--- src/design/lzwd_pkg.sv ---
// lzwd_pkg: types and constants shared by the LZ window byte decompressor.
// No dependencies.
`timescale 1ns / 1ps

package lzwd_pkg;

  localparam int HIST_AW = 12;
  localparam int LANE_W  = 3;

  localparam logic [8:0] LONG_BIAS = 9'h12;
  localparam logic [3:0] NIB_MASK  = 4'hF;

  localparam logic [1:0] ST_OK     = 2'd0;
  localparam logic [1:0] ST_BEFORE = 2'd1;
  localparam logic [1:0] ST_TRUNC  = 2'd2;

  typedef struct packed {
    logic [7:0] in_byte;
    logic       stream_start;
  } in_t;

  typedef struct packed {
    logic [63:0] out_bytes;
    logic [3:0]  byte_count;
    logic        run_last;
    logic        stream_done;
    logic [1:0]  status;
  } out_t;

  // One copy command from the parser to the byte engine.
  typedef struct packed {
    logic        lit;
    logic [7:0]  lit_val;
    logic [8:0]  len;
    logic [12:0] back_dist;
    logic [8:0]  zeros;
    logic        trunc;
    logic        done;
  } cmd_t;

endpackage

--- src/design/lzwd_cmd_fifo.sv ---
// lzwd_cmd_fifo: two-entry command queue between parser and byte engine.
// Depends on lzwd_pkg.
`timescale 1ns / 1ps

module lzwd_cmd_fifo import lzwd_pkg::*; (
  input  logic clk,
  input  logic rst,
  input  logic push,
  input  cmd_t wr_cmd,
  output logic full,
  input  logic pop,
  output logic valid,
  output cmd_t rd_cmd
);

  cmd_t       slots [2];
  logic       wr_ptr, rd_ptr;
  logic [1:0] count;

  assign full   = count == 2'd2;
  assign valid  = count != 2'd0;
  assign rd_cmd = slots[rd_ptr];

  always_ff @(posedge clk) begin
    if (push) slots[wr_ptr] <= wr_cmd;
  end

  always_ff @(posedge clk) begin
    if (rst) begin
      wr_ptr <= 1'b0;
      rd_ptr <= 1'b0;
      count  <= 2'd0;
    end else begin
      if (push) wr_ptr <= !wr_ptr;
      if (pop) rd_ptr <= !rd_ptr;
      count <= count + {1'b0, push} - {1'b0, pop};
    end
  end

endmodule

--- config.mk ---
export PLATFORM = sky130hd
export DESIGN_NAME = lzwd_cmd_fifo
export DESIGN_NICKNAME = d
export VERILOG_FILES = /design/src/design/lzwd_pkg.sv /design/src/design/lzwd_cmd_fifo.sv
export SDC_FILE = /design/constraint.sdc
export NUM_CORES = 1
export LEC_CHECK = 0
export BUFFER_PORTS_ARGS = -buffer_cell sky130_fd_sc_hd__buf_2
export CAP_MARGIN = 10
export CELL_PAD_IN_SITES_DETAIL_PLACEMENT = 0
export CELL_PAD_IN_SITES_GLOBAL_PLACEMENT = 2
export CORE_MARGIN = 1
export CORE_UTILIZATION = 36
export CTS_BUF_LIST = sky130_fd_sc_hd__clkbuf_8
export DETAILED_ROUTE_END_ITERATION = 8
export GPL_TIMING_DRIVEN = 0
export MAX_ROUTING_LAYER = met4
export PLACE_DENSITY_LB_ADDON = 0.1
export SETUP_SLACK_MARGIN = 0.1
export SLEW_MARGIN = 20
export SYNTH_ARGS = -nofsm -noshare
export SYNTH_HDL_FRONTEND = slang
export SYNTH_SLANG_ARGS = --single-unit
export TNS_END_PERCENT = 5
--- constraint.sdc ---
create_clock -name clk -period 3 [get_ports clk]
set_clock_uncertainty 0.1 [all_clocks]
set_input_delay 0.6 -clock clk [delete_from_list [all_inputs] [get_ports clk]]
set_output_delay 0.6 -clock clk [all_outputs]
set_load 0.01 [all_outputs]
==> key figures <==
Detailed routing
  – Routed WL: 5440 µm
  – Router iterations before antenna repair: 4
  – WL met2: 2720 µm
  – Total number of vias: 1,678
  – DRT antenna net count: 0
  – 1st-iter DRT viols: 33
  – Met3 wire length: 262 µm
  – DRC viols: 0
  – DR top layer: met4
  – WL per Instance: 14.1 µm
  – DR vias/cell: 4.34
  – M1 wire length: 2370 µm

Clock tree
  – TritonCTS Buffers: 9
  – Root Driver: clkbuf_8
  – Max Buffers Root-to-Sink: 2
  – Post-CTS Setup Inserts: 0
  – Gates resized, CTS repair: 0
  – Reg clk slew, reported paths: 0.08 ns
  – Clk_lat worst skew: 0.34 ns
  – Post-CTS Hold Buffers: 0
  – CTS tree: built
  – Sink Count: 89
  – H-tree depth: 3

Min path
  – Worst hold path type: in2reg
  – Hold Path Cell Cnt: 1

Yosys
  – Largest area contributor in the netlist: edfxtp_1
  – Synth Instances: 152
  – Post-Syn Area per Cell: 22.7 µm²
  – Yosys Warn Count: 0
  – Register bit total from synthesis: 89
  – Post-synthesis cell type count: 14
  – Share of the synthesized area in the top cell type: 0.730
  – Synth area leaders: edfxtp_1 (73%), mux2_4 (17%), dfxtp_1 (2.9%)
  – Sequential fraction of the synthesis area: 0.759
  – Mapped Nets: 200
  – Post-Synthesis Cell Area: 0.00346 mm²

Setup path
  – Worst Path Max Fanout: 10
  – Crit path DAT: 1.43 ns
  – Data required, critical path: 2.30 ns
  – Startpoint types: register
  – Critical Path Sink Type: primary output
  – Cell depth of the worst flop-to-flop path: 2
  – CP Class: reg2out

Die
  – Die ar.: 0.0100 mm²
  – Die width: 100 µm
  – Initial Util: 0.372
  – # rows: 35
  – Die H: 100 µm
  – I/O pins: 90
  – Core ar.: 0.00928 mm²

Flow run
  – Max-capacitance violation count: 0

STA
  – RSZ-0062 raised after global routing: no
  – Setup violators final: 0
  – Slew @ Worst Pin: 0.722 ns
  – Final period utilization: 0.710
  – Final Hold Viols: 0
  – Max Freq: 469 MHz
  – Final Critical Period: 2.13 ns
  – Final slew viol count: 0
  – Max-slew headroom: 0.518

Placement
  – Final GP Congestion: 0.649
  – DP HPWL: 3550 µm
  – Placed Instances: 372
  – IO buf count: 89

Pwr
  – PwrDens: 626 mW/mm²
  – Peak supply drop: 0.219 mV
  – Total Power: 2710 µW
  – Leakage: 0.00171 µW

Layout
  – Layout area overhead: 25.0%
  – Share of layout cells above drive strength 1: 0.601
  – Fin nets: 302
  – Diodes inserted: 0
  – Non-Filler Instances: 387

GRT
  – Pin count of the biggest net entering global routing: 23
  – First-pass GRT wire length: 8350 µm
  – Initial antenna violation count: 0
  – Number of global-route vias before repair: 1,702
  – Grt ovf: 0
  – GRT Resource Usage Total: 0.119

Run status
  – Status: finished, final reports clean
[flip-flops by register name, indices dropped and copies added, names as in the netlist, named ones only]
| register | count |
|---|---|
| slots | 84 |
| wr_ptr | 1 |
| rd_ptr | 1 |
| count | 2 |
[routing by layer]
metal	vias to the layer above	track usage
met5	-	-
met4	0	0.0635
met3	9	0.0369
met2	52	0.196
met1	827	0.130
li1	790	-
[final cells by class]
class / instances / area [µm²]
clock buffer: 9 / 124
clock inverter: 6 / 83.8
tap: 129 / 161
sequential: 89 / 2620
fill: 860 / 4960
inverter: 2 / 7.51
buffer: 5 / 91.3
multi-input combinational: 56 / 743
timing repair buffer: 91 / 485
[kinds of logic after synthesis]
family,share of synthesized area
adders and majority gates,0.00724
muxes,0.180
and+or+nand+nor,0.0134
DFF,0.759
xor gates and xnor gates,0.0116
buffers and inverters,0.0286
[worst max-delay path: stages (launching register included)]
cell and delay, ns:
dfxtp_1 0.33, buf_6 0.16, buf_12 0.16, mux2_4 0.30, buf_2 0.14
[power by group]
group	internal (µW)	switching, µW	leakage (µW)
logic	218	174	0.000785
registers	1450	22.2	0.000830
clock network	460	385	0.0000987
total	2120	581	0.00171
[synth_stat cells, drive strengths merged]
master	count
edfxtp	84
mux2	42
buf	5
dfxtp	5
nor2	4
nor2b	3
ha	2
inv	2
xnor2	2
and2	1
or2	1
xnor3	1
[through the flow]
step	worst slack (ns)	hold slack [ns]	cell area [µm²]	utilization	setup TNS [ns]
after floorplan	0.761	0.380	3460	-	0
after global placement	-0.129	0.397	4070	0.438	-5.34
after detailed placement	0.937	0.401	4110	0.443	0
after CTS	0.827	0.318	4320	0.465	0
after global routing	0.787	0.313	4320	0.465	0
final	0.869	0.341	4320	0.465	0
[placed cells by master, fill, tap and decap left out]
| master | count |
|---|---|
| buf_2 | 89 |
| edfxtp_1 | 84 |
| mux2_4 | 40 |
| clkbuf_8 | 9 |
| buf_12 | 6 |
| dfxtp_1 | 5 |
| nor2_1 | 4 |
| inv_1 | 2 |
| mux2_2 | 2 |
| nor2b_1 | 2 |
| xnor2_1 | 2 |
| ha_1 | 2 |
| bufinv_16 | 2 |
| clkinvlp_4 | 2 |
| buf_6 | 1 |
| or2_2 | 1 |
| and2_2 | 1 |
| nor2b_4 | 1 |
| xnor3_1 | 1 |
| clkinv_2 | 1 |
| clkinv_1 | 1 |
[path summary, 6_finish.rpt]
check | from | end | slack (ns)
setup / recovery | register | rd_cmd[10] | 0.87
hold / removal | wr_cmd[26] | slots[1][26] | 0.34
setup reg to reg | wr_ptr | slots[0][22] | 1.38
hold reg to reg | rd_ptr | rd_ptr | 0.42
Power figures use the tool's default switching activity.
