--- src/design/lzwd_pkg.sv ---
// lzwd_pkg: types and constants shared by the LZ window byte decompressor.
// No dependencies.
`timescale 1ns / 1ps

package lzwd_pkg;

  localparam int HIST_AW = 12;
  localparam int LANE_W  = 3;

  localparam logic [8:0] LONG_BIAS = 9'h12;
  localparam logic [3:0] NIB_MASK  = 4'hF;

  localparam logic [1:0] ST_OK     = 2'd0;
  localparam logic [1:0] ST_BEFORE = 2'd1;
  localparam logic [1:0] ST_TRUNC  = 2'd2;

  typedef struct packed {
    logic [7:0] in_byte;
    logic       stream_start;
  } in_t;

  typedef struct packed {
    logic [63:0] out_bytes;
    logic [3:0]  byte_count;
    logic        run_last;
    logic        stream_done;
    logic [1:0]  status;
  } out_t;

  // One copy command from the parser to the byte engine.
  typedef struct packed {
    logic        lit;
    logic [7:0]  lit_val;
    logic [8:0]  len;
    logic [12:0] back_dist;
    logic [8:0]  zeros;
    logic        trunc;
    logic        done;
  } cmd_t;

endpackage

--- src/design/lzwd_front.sv ---
// lzwd_front: header, flag and token parser; emits copy commands.
// Depends on lzwd_pkg.
`timescale 1ns / 1ps

module lzwd_front import lzwd_pkg::*; (
  input  logic clk,
  input  logic rst,
  input  logic in_valid,
  output logic in_ready,
  input  in_t  in_data,
  output logic push,
  output cmd_t cmd,
  input  logic full
);

  typedef enum logic [2:0] {
    PH_IDLE, PH_HEADER, PH_FLAG, PH_TOK1, PH_TOK2, PH_TOK3, PH_DONE
  } phase_t;

  phase_t      phase, ph_eff, phase_next;
  logic [3:0]  hc;
  logic [31:0] size, size_hdr;
  logic [31:0] produced;
  logic [7:0]  flag_bits;
  logic [3:0]  flags_left, flags_dec;
  logic [7:0]  tok1, tok2;

  logic        accept, emit;
  logic [7:0]  b;
  logic [8:0]  len_raw, len_eff;
  logic [12:0] back_dist, zspan;
  logic [31:0] remain, prod_new;
  logic        trunc;
  logic [8:0]  zeros;

  assign in_ready = !full;
  assign accept   = in_valid && !full;
  assign b        = in_data.in_byte;
  assign ph_eff   = in_data.stream_start ? PH_HEADER : phase;
  assign flags_dec = flags_left - 4'd1;

  always_comb begin
    emit    = 1'b0;
    len_raw = 9'd1;
    unique case (ph_eff)
      PH_TOK1: begin
        emit = flag_bits[7];
      end
      PH_TOK2: begin
        emit    = tok1[7:4] != 4'd0;
        len_raw = {5'd0, tok1[7:4]} + 9'd2;
      end
      PH_TOK3: begin
        emit    = 1'b1;
        len_raw = {1'b0, b} + LONG_BIAS;
      end
      default: begin
        emit = 1'b0;
      end
    endcase
    back_dist = {1'b0, tok1[3:0] & NIB_MASK, (ph_eff == PH_TOK3) ? tok2 : b} + 13'd1;
    remain   = size - produced;
    trunc    = {23'd0, len_raw} > remain;
    len_eff  = trunc ? remain[8:0] : len_raw;
    prod_new = produced + {23'd0, len_eff};
    zspan    = back_dist - produced[12:0];
    if ((ph_eff == PH_TOK1) || (produced >= {19'd0, back_dist})) begin
      zeros = 9'd0;
    end else if ({4'd0, len_eff} < zspan) begin
      zeros = len_eff;
    end else begin
      zeros = zspan[8:0];
    end
    size_hdr = ((hc >= 4'd4) && (hc <= 4'd7)) ? {size[23:0], b} : size;
    if (in_data.stream_start) size_hdr = 32'd0;
    phase_next = (flags_dec == 4'd0) ? PH_FLAG : PH_TOK1;
    if (prod_new == size) phase_next = PH_DONE;
  end

  assign push          = accept && emit;
  assign cmd.lit       = ph_eff == PH_TOK1;
  assign cmd.lit_val   = b;
  assign cmd.len       = len_eff;
  assign cmd.back_dist = back_dist;
  assign cmd.zeros     = zeros;
  assign cmd.trunc     = trunc;
  assign cmd.done      = prod_new == size;

  always_ff @(posedge clk) begin
    if (rst) begin
      phase      <= PH_IDLE;
      hc         <= 4'd0;
      size       <= 32'd0;
      produced   <= 32'd0;
      flag_bits  <= 8'd0;
      flags_left <= 4'd0;
      tok1       <= 8'd0;
      tok2       <= 8'd0;
    end else if (accept) begin
      if (in_data.stream_start) begin
        produced   <= 32'd0;
        flag_bits  <= 8'd0;
        flags_left <= 4'd0;
        tok1       <= 8'd0;
        tok2       <= 8'd0;
      end
      unique case (ph_eff)
        PH_HEADER: begin
          if (in_data.stream_start) begin
            size <= 32'd0;
            hc   <= 4'd1;
          end else begin
            size <= size_hdr;
            if (hc == 4'd15) begin
              hc    <= 4'd0;
              phase <= (size_hdr == 32'd0) ? PH_DONE : PH_FLAG;
            end else begin
              hc <= hc + 4'd1;
            end
          end
          if (in_data.stream_start) phase <= PH_HEADER;
        end
        PH_FLAG: begin
          flag_bits  <= b;
          flags_left <= 4'd8;
          phase      <= PH_TOK1;
        end
        PH_TOK1: begin
          if (flag_bits[7]) begin
            flag_bits  <= {flag_bits[6:0], 1'b0};
            flags_left <= flags_dec;
            produced   <= prod_new;
            phase      <= phase_next;
          end else begin
            tok1  <= b;
            phase <= PH_TOK2;
          end
        end
        PH_TOK2: begin
          tok2 <= b;
          if (emit) begin
            flag_bits  <= {flag_bits[6:0], 1'b0};
            flags_left <= flags_dec;
            produced   <= prod_new;
            phase      <= phase_next;
          end else begin
            phase <= PH_TOK3;
          end
        end
        PH_TOK3: begin
          flag_bits  <= {flag_bits[6:0], 1'b0};
          flags_left <= flags_dec;
          produced   <= prod_new;
          phase      <= phase_next;
        end
        default: begin
          phase <= phase;
        end
      endcase
    end
  end

endmodule

--- config.mk ---
export PLATFORM = sky130hd
export DESIGN_NAME = lzwd_front
export DESIGN_NICKNAME = d
export VERILOG_FILES = /design/src/design/lzwd_pkg.sv /design/src/design/lzwd_front.sv
export SDC_FILE = /design/constraint.sdc
export NUM_CORES = 1
export LEC_CHECK = 0
export ABC_CLOCK_PERIOD_IN_PS = 9450
export BUFFER_PORTS_ARGS = -buffer_cell sky130_fd_sc_hd__buf_2
export CAP_MARGIN = 15
export CORE_MARGIN = 2
export CORE_UTILIZATION = 50
export CTS_CLUSTER_SIZE = 10
export DETAILED_ROUTE_END_ITERATION = 8
export PLACE_DENSITY = 0.78
export RECOVER_POWER = 100
export SETUP_SLACK_MARGIN = 0.3
export SYNTH_ARGS = -nofsm -noshare
export SYNTH_HDL_FRONTEND = slang
export SYNTH_SLANG_ARGS = --single-unit
--- constraint.sdc ---
create_clock -name clk -period 9.45 [get_ports clk]
set_clock_uncertainty 0.1 [all_clocks]
set_input_delay 0.945 -clock clk [delete_from_list [all_inputs] [get_ports clk]]
set_output_delay 0.945 -clock clk [all_outputs]
set_load 0.005 [all_outputs]
==> summary.md <==
| Metric | Value |
|---|---|
| Yosys warning total | 0 |
| Met2 capacity usage during global routing | 48.2% |
| Met1 track utilization from global routing | 44.4% |
| Routed wire per std cell | 20.7 um |
| Clk Tree Root Cell | clkbuf_16 |
| Total overflow reported by the global router | 0 |
| Origin of the critical flop-to-flop path | phase[1] |
| Count of flip-flops with a built-in enable after synthesis | 0 |
| Largest cells by area after synthesis | dfxtp_1 20%, ha_1 11%, nor2_1 6.9% |
| Most used flip-flop cell after synthesis | dfxtp_1 |
| Fraction of final layout cells sized beyond drive strength 1 | 6.32% |
| Nets in the synthesized netlist | 1511 |
| Setup tns final | 0 ps |
| Area growth from synthesis to layout | 6.99% |
| R2R Path End | phase[0] |
| Top cells by instance count after synthesis | 186 x nor2_1, 125 x a21oi_1, 99 x dfxtp_1, 92 x ha_1, 89 x nand2_1 |
| Layer with the highest usage after global routing | met2 |
| Fraction of the yosys area taken by sequential cells | 19.6% |
| DIE HEIGHT | 146 um |
| Avg Synthesized Cell Area | 7.21 sq um |
| Delay of the slowest cell on the worst path | 890 ps |
| Netlist area before placement | 10100 sq um |
| Number of violations of the max-capacitance limit | 0 |
| Reg-to-reg slack, setup | 1700 ps |
| Synthesized netlist cell count | 1403 |
| Routed vias/inst | 6.46 |
| List of cells traversed by the critical path | clkbuf_1 > nand2b_1 > or2_0 > o22ai_1 > ha_1 > a21oi_1 > o21ai_0 > a2111oi_1 > nor4_1 > nand4b_1 > nor4_4 > nand4_4 > mux2_1 > fa_1 > a21o_1 > a21o_1 > a21o_1 > a2111o_1 > nand3_1 > xnor2_1 > nor4_2 > nand4_1 > nor4_4 > clkbuf_2 |
| Maximum level of the CTS H-tree | 3 |
| DR pass1 iterations | 6 |
| Final period utilization | 93.5% |
| Sinks on Clock Net | 99 |
| Largest voltage drop on the vdd net | 0.106 mV |
| Static leakage | 4.74 nW |
| Count of different cell masters after synthesis | 78 |
| Cell type with the highest occurrence count on the critical path | a21o_1 |
| CTS tree | yes |
| Overall die area | 21400 sq um |
| Count of antenna diodes in the layout | 0 |
| Area fraction of the dominant cell type after synthesis | 19.6% |
| Number of buffers added on ports | 56 |
| Slowest cell on the critical path | or2_0 |
| Die extent in x | 146 um |
| Top-level port count | 57 |
| Dominant cell by count in the synthesized netlist | nor2_1 |
| Min Tclk post-route | 8830 ps |
| Fraction of met3 tracks used by global routing | 5.50% |
| Maximum buffer depth of the clock tree | 2 |
| Clock slew at the register clock pins of the worst setup and hold paths | 80 ps |
| Power per cell area | 87.8 nW/um^2 |
| Startpoint type of the worst setup path | primary input |
| Highest Clock Rate | 0.113 GHz |
| Effective utilization at floorplan | 50.5% |
| Maximum fanout encountered on the critical timing path | 16 |
| Number of hold-slack violations in the final timing report | 0 |
| DR DRC count | 0 |
| Async SR Flop Fraction | 0% |
| Worst endpoint required time | 8410 ps |
| Kind of end point of the critical path | output port |
| Worst setup path startpoint | in_data[0] |
| Number of nets with antenna violations after detailed routing | 0 |
| Number of cell instances on the worst register-to-register path | 24 |
| GRT Total Usage | 31.8% |
| CP Capture Point | cmd[0] |
| Crit Path Class | primary input to output port |
| Wire length of the first global-routing pass | 54200 um |
| Number of nets in the layout | 1512 |
| Hold crit path type | register to register |
| Data arrival time of the worst path | 7790 ps |
| Setup repair after global routing missed its margin | no |
| Violation count after the first detailed-route iteration | 1279 |
| Maximum number of pins on one net before global-route repair | 100 |
| Setup Slack @ Placement | 408 ps |
| FP Rows | 52 |
| Number of antenna violations at the first check in global routing | 0 |
| Post-synthesis sequential element count | 99 |
| Vias after detailed routing | 10851 |
| Setup slack of the critical path after layout | 617 ps |
| HPWL after detailed placement | 27500 um |
| Final Wtd Congestion | 1.01 |
| Number of buffers added by the clock tree synthesis step | 9 |
| Slew at the pin closest to its max-slew limit | 1430 ps |
| Clock latency on the worst-skew pair | 360 ps |
| Relative slew slack | 4.47% |
| Synth area leader | dfxtp_1 |
| Wire length after detailed routing | 34800 um |
| Via count of the first global-routing pass | 9900 |
| Run status | finished, final reports clean |
| Floorplan core area | 20000 sq um |
| Setup-failing EPs final | 0 |
| Max-slew violation count | 0 |
-- report_power, final --
group          internal (mW)  total [mW]  switching, mW
Sequential             0.420       0.423        0.00291
Clock                  0.186       0.370          0.185
Combinational         0.0621       0.158         0.0955
Total                  0.668       0.951          0.283
-- metal layers --
metal / up-vias / wire length (um)
li1: 5093 / -
met3: 105 / 3260
met4: 0 / 1590
met5: - / 0
met1: 5118 / 15200
met2: 535 / 14700
-- cells by family (layout without fill, tap and decap cells) --
kind of cell	count (synthesis)	count (layout)	synth area share [%]
XOR/XNOR	92	92	7.96
adder cells (fa/ha/maj)	95	95	12.0
buffers and inverters	169	175	6.81
AND/OR/NAND/NOR	511	511	24.4
flip-flops	99	99	19.6
AO/OA/AOI/OAI	415	415	27.0
multiplexers	22	22	2.24
-- what timing repair did --
item / CTS / global route
pin swaps: 0 / 4
gates resized for setup: 2 / 16
hold buffers: 0 / 0
buffers inserted: 0 / 4
endpoints found under the setup margin: 1 / 1
-- worst min path at each step --
stage / startpoint / depth (start not counted) / end / slack, ps
global route: flag_bits[3] / 2 / flag_bits[3] / 440
CTS: flag_bits[3] / 2 / flag_bits[3] / 380
floorplan: flag_bits[1] / 2 / flag_bits[1] / 350
finish: flag_bits[3] / 2 / flag_bits[3] / 380
detailed placement: flag_bits[3] / 2 / flag_bits[3] / 370
global placement: flag_bits[3] / 2 / flag_bits[3] / 360
-- per-stage QoR --
stage	hold WS, ps	util [%]	cell area (sq um)	power, mW	instances
global placement	361	52.3	10500	0.577	1659
CTS	379	53.8	10800	0.945	1675
global route	436	54.0	10800	0.986	1679
finish	380	54.0	10800	0.951	1679
floorplan	350	-	10100	0.538	1403
detailed placement	367	52.3	10500	0.579	1659
-- cell usage in the layout (no fill, tap or decap), drive strengths merged, types with 6 or more instances in the layout --
cell type / count
buf: 36
nor2: 186
o21a: 8
a211o: 6
o21ai: 74
inv: 86
dfxtp: 99
or2: 7
a22oi: 60
or3: 13
nor2b: 13
nand2b: 18
nand3: 44
o211ai: 13
a211oi: 15
a21o: 29
nand2: 89
nor3: 47
or4: 8
a31oi: 9
ha: 92
nor4: 29
and3: 7
clkbuf: 48
xor2: 41
o21bai: 9
nand4: 26
a221o: 7
and2: 6
xnor2: 51
nor3b: 6
a21oi: 126
a2111oi: 7
mux2i: 20
o2111ai: 9
-- critical path, delay by kind of cell --
family	cells	cell delay [ps]
and+or+nand+nor	10	2770
AOI/OAI and AO/OA	8	2300
adders and majority gates	2	890
muxes	1	440
buffers and inverters	2	290
xor gates and xnor gates	1	120
-- layout make-up --
cell class | instances | area [sq um]
tap | 270 | 338
sequential | 99 | 1980
clock buffer | 9 | 225
clock inverter | 7 | 70.1
timing repair buffer | 75 | 370
fill | 2047 | 9220
multi-input combinational | 1135 | 7520
inverter | 84 | 315
-- sequential cells by signal, summed over array words and instances (netlist names) --
name and count:
tok2 8, flag_bits 8, phase 3, tok1 8
produced 32, size 32, flags_left 4, hc 4
(Power assumes the default switching activity.)
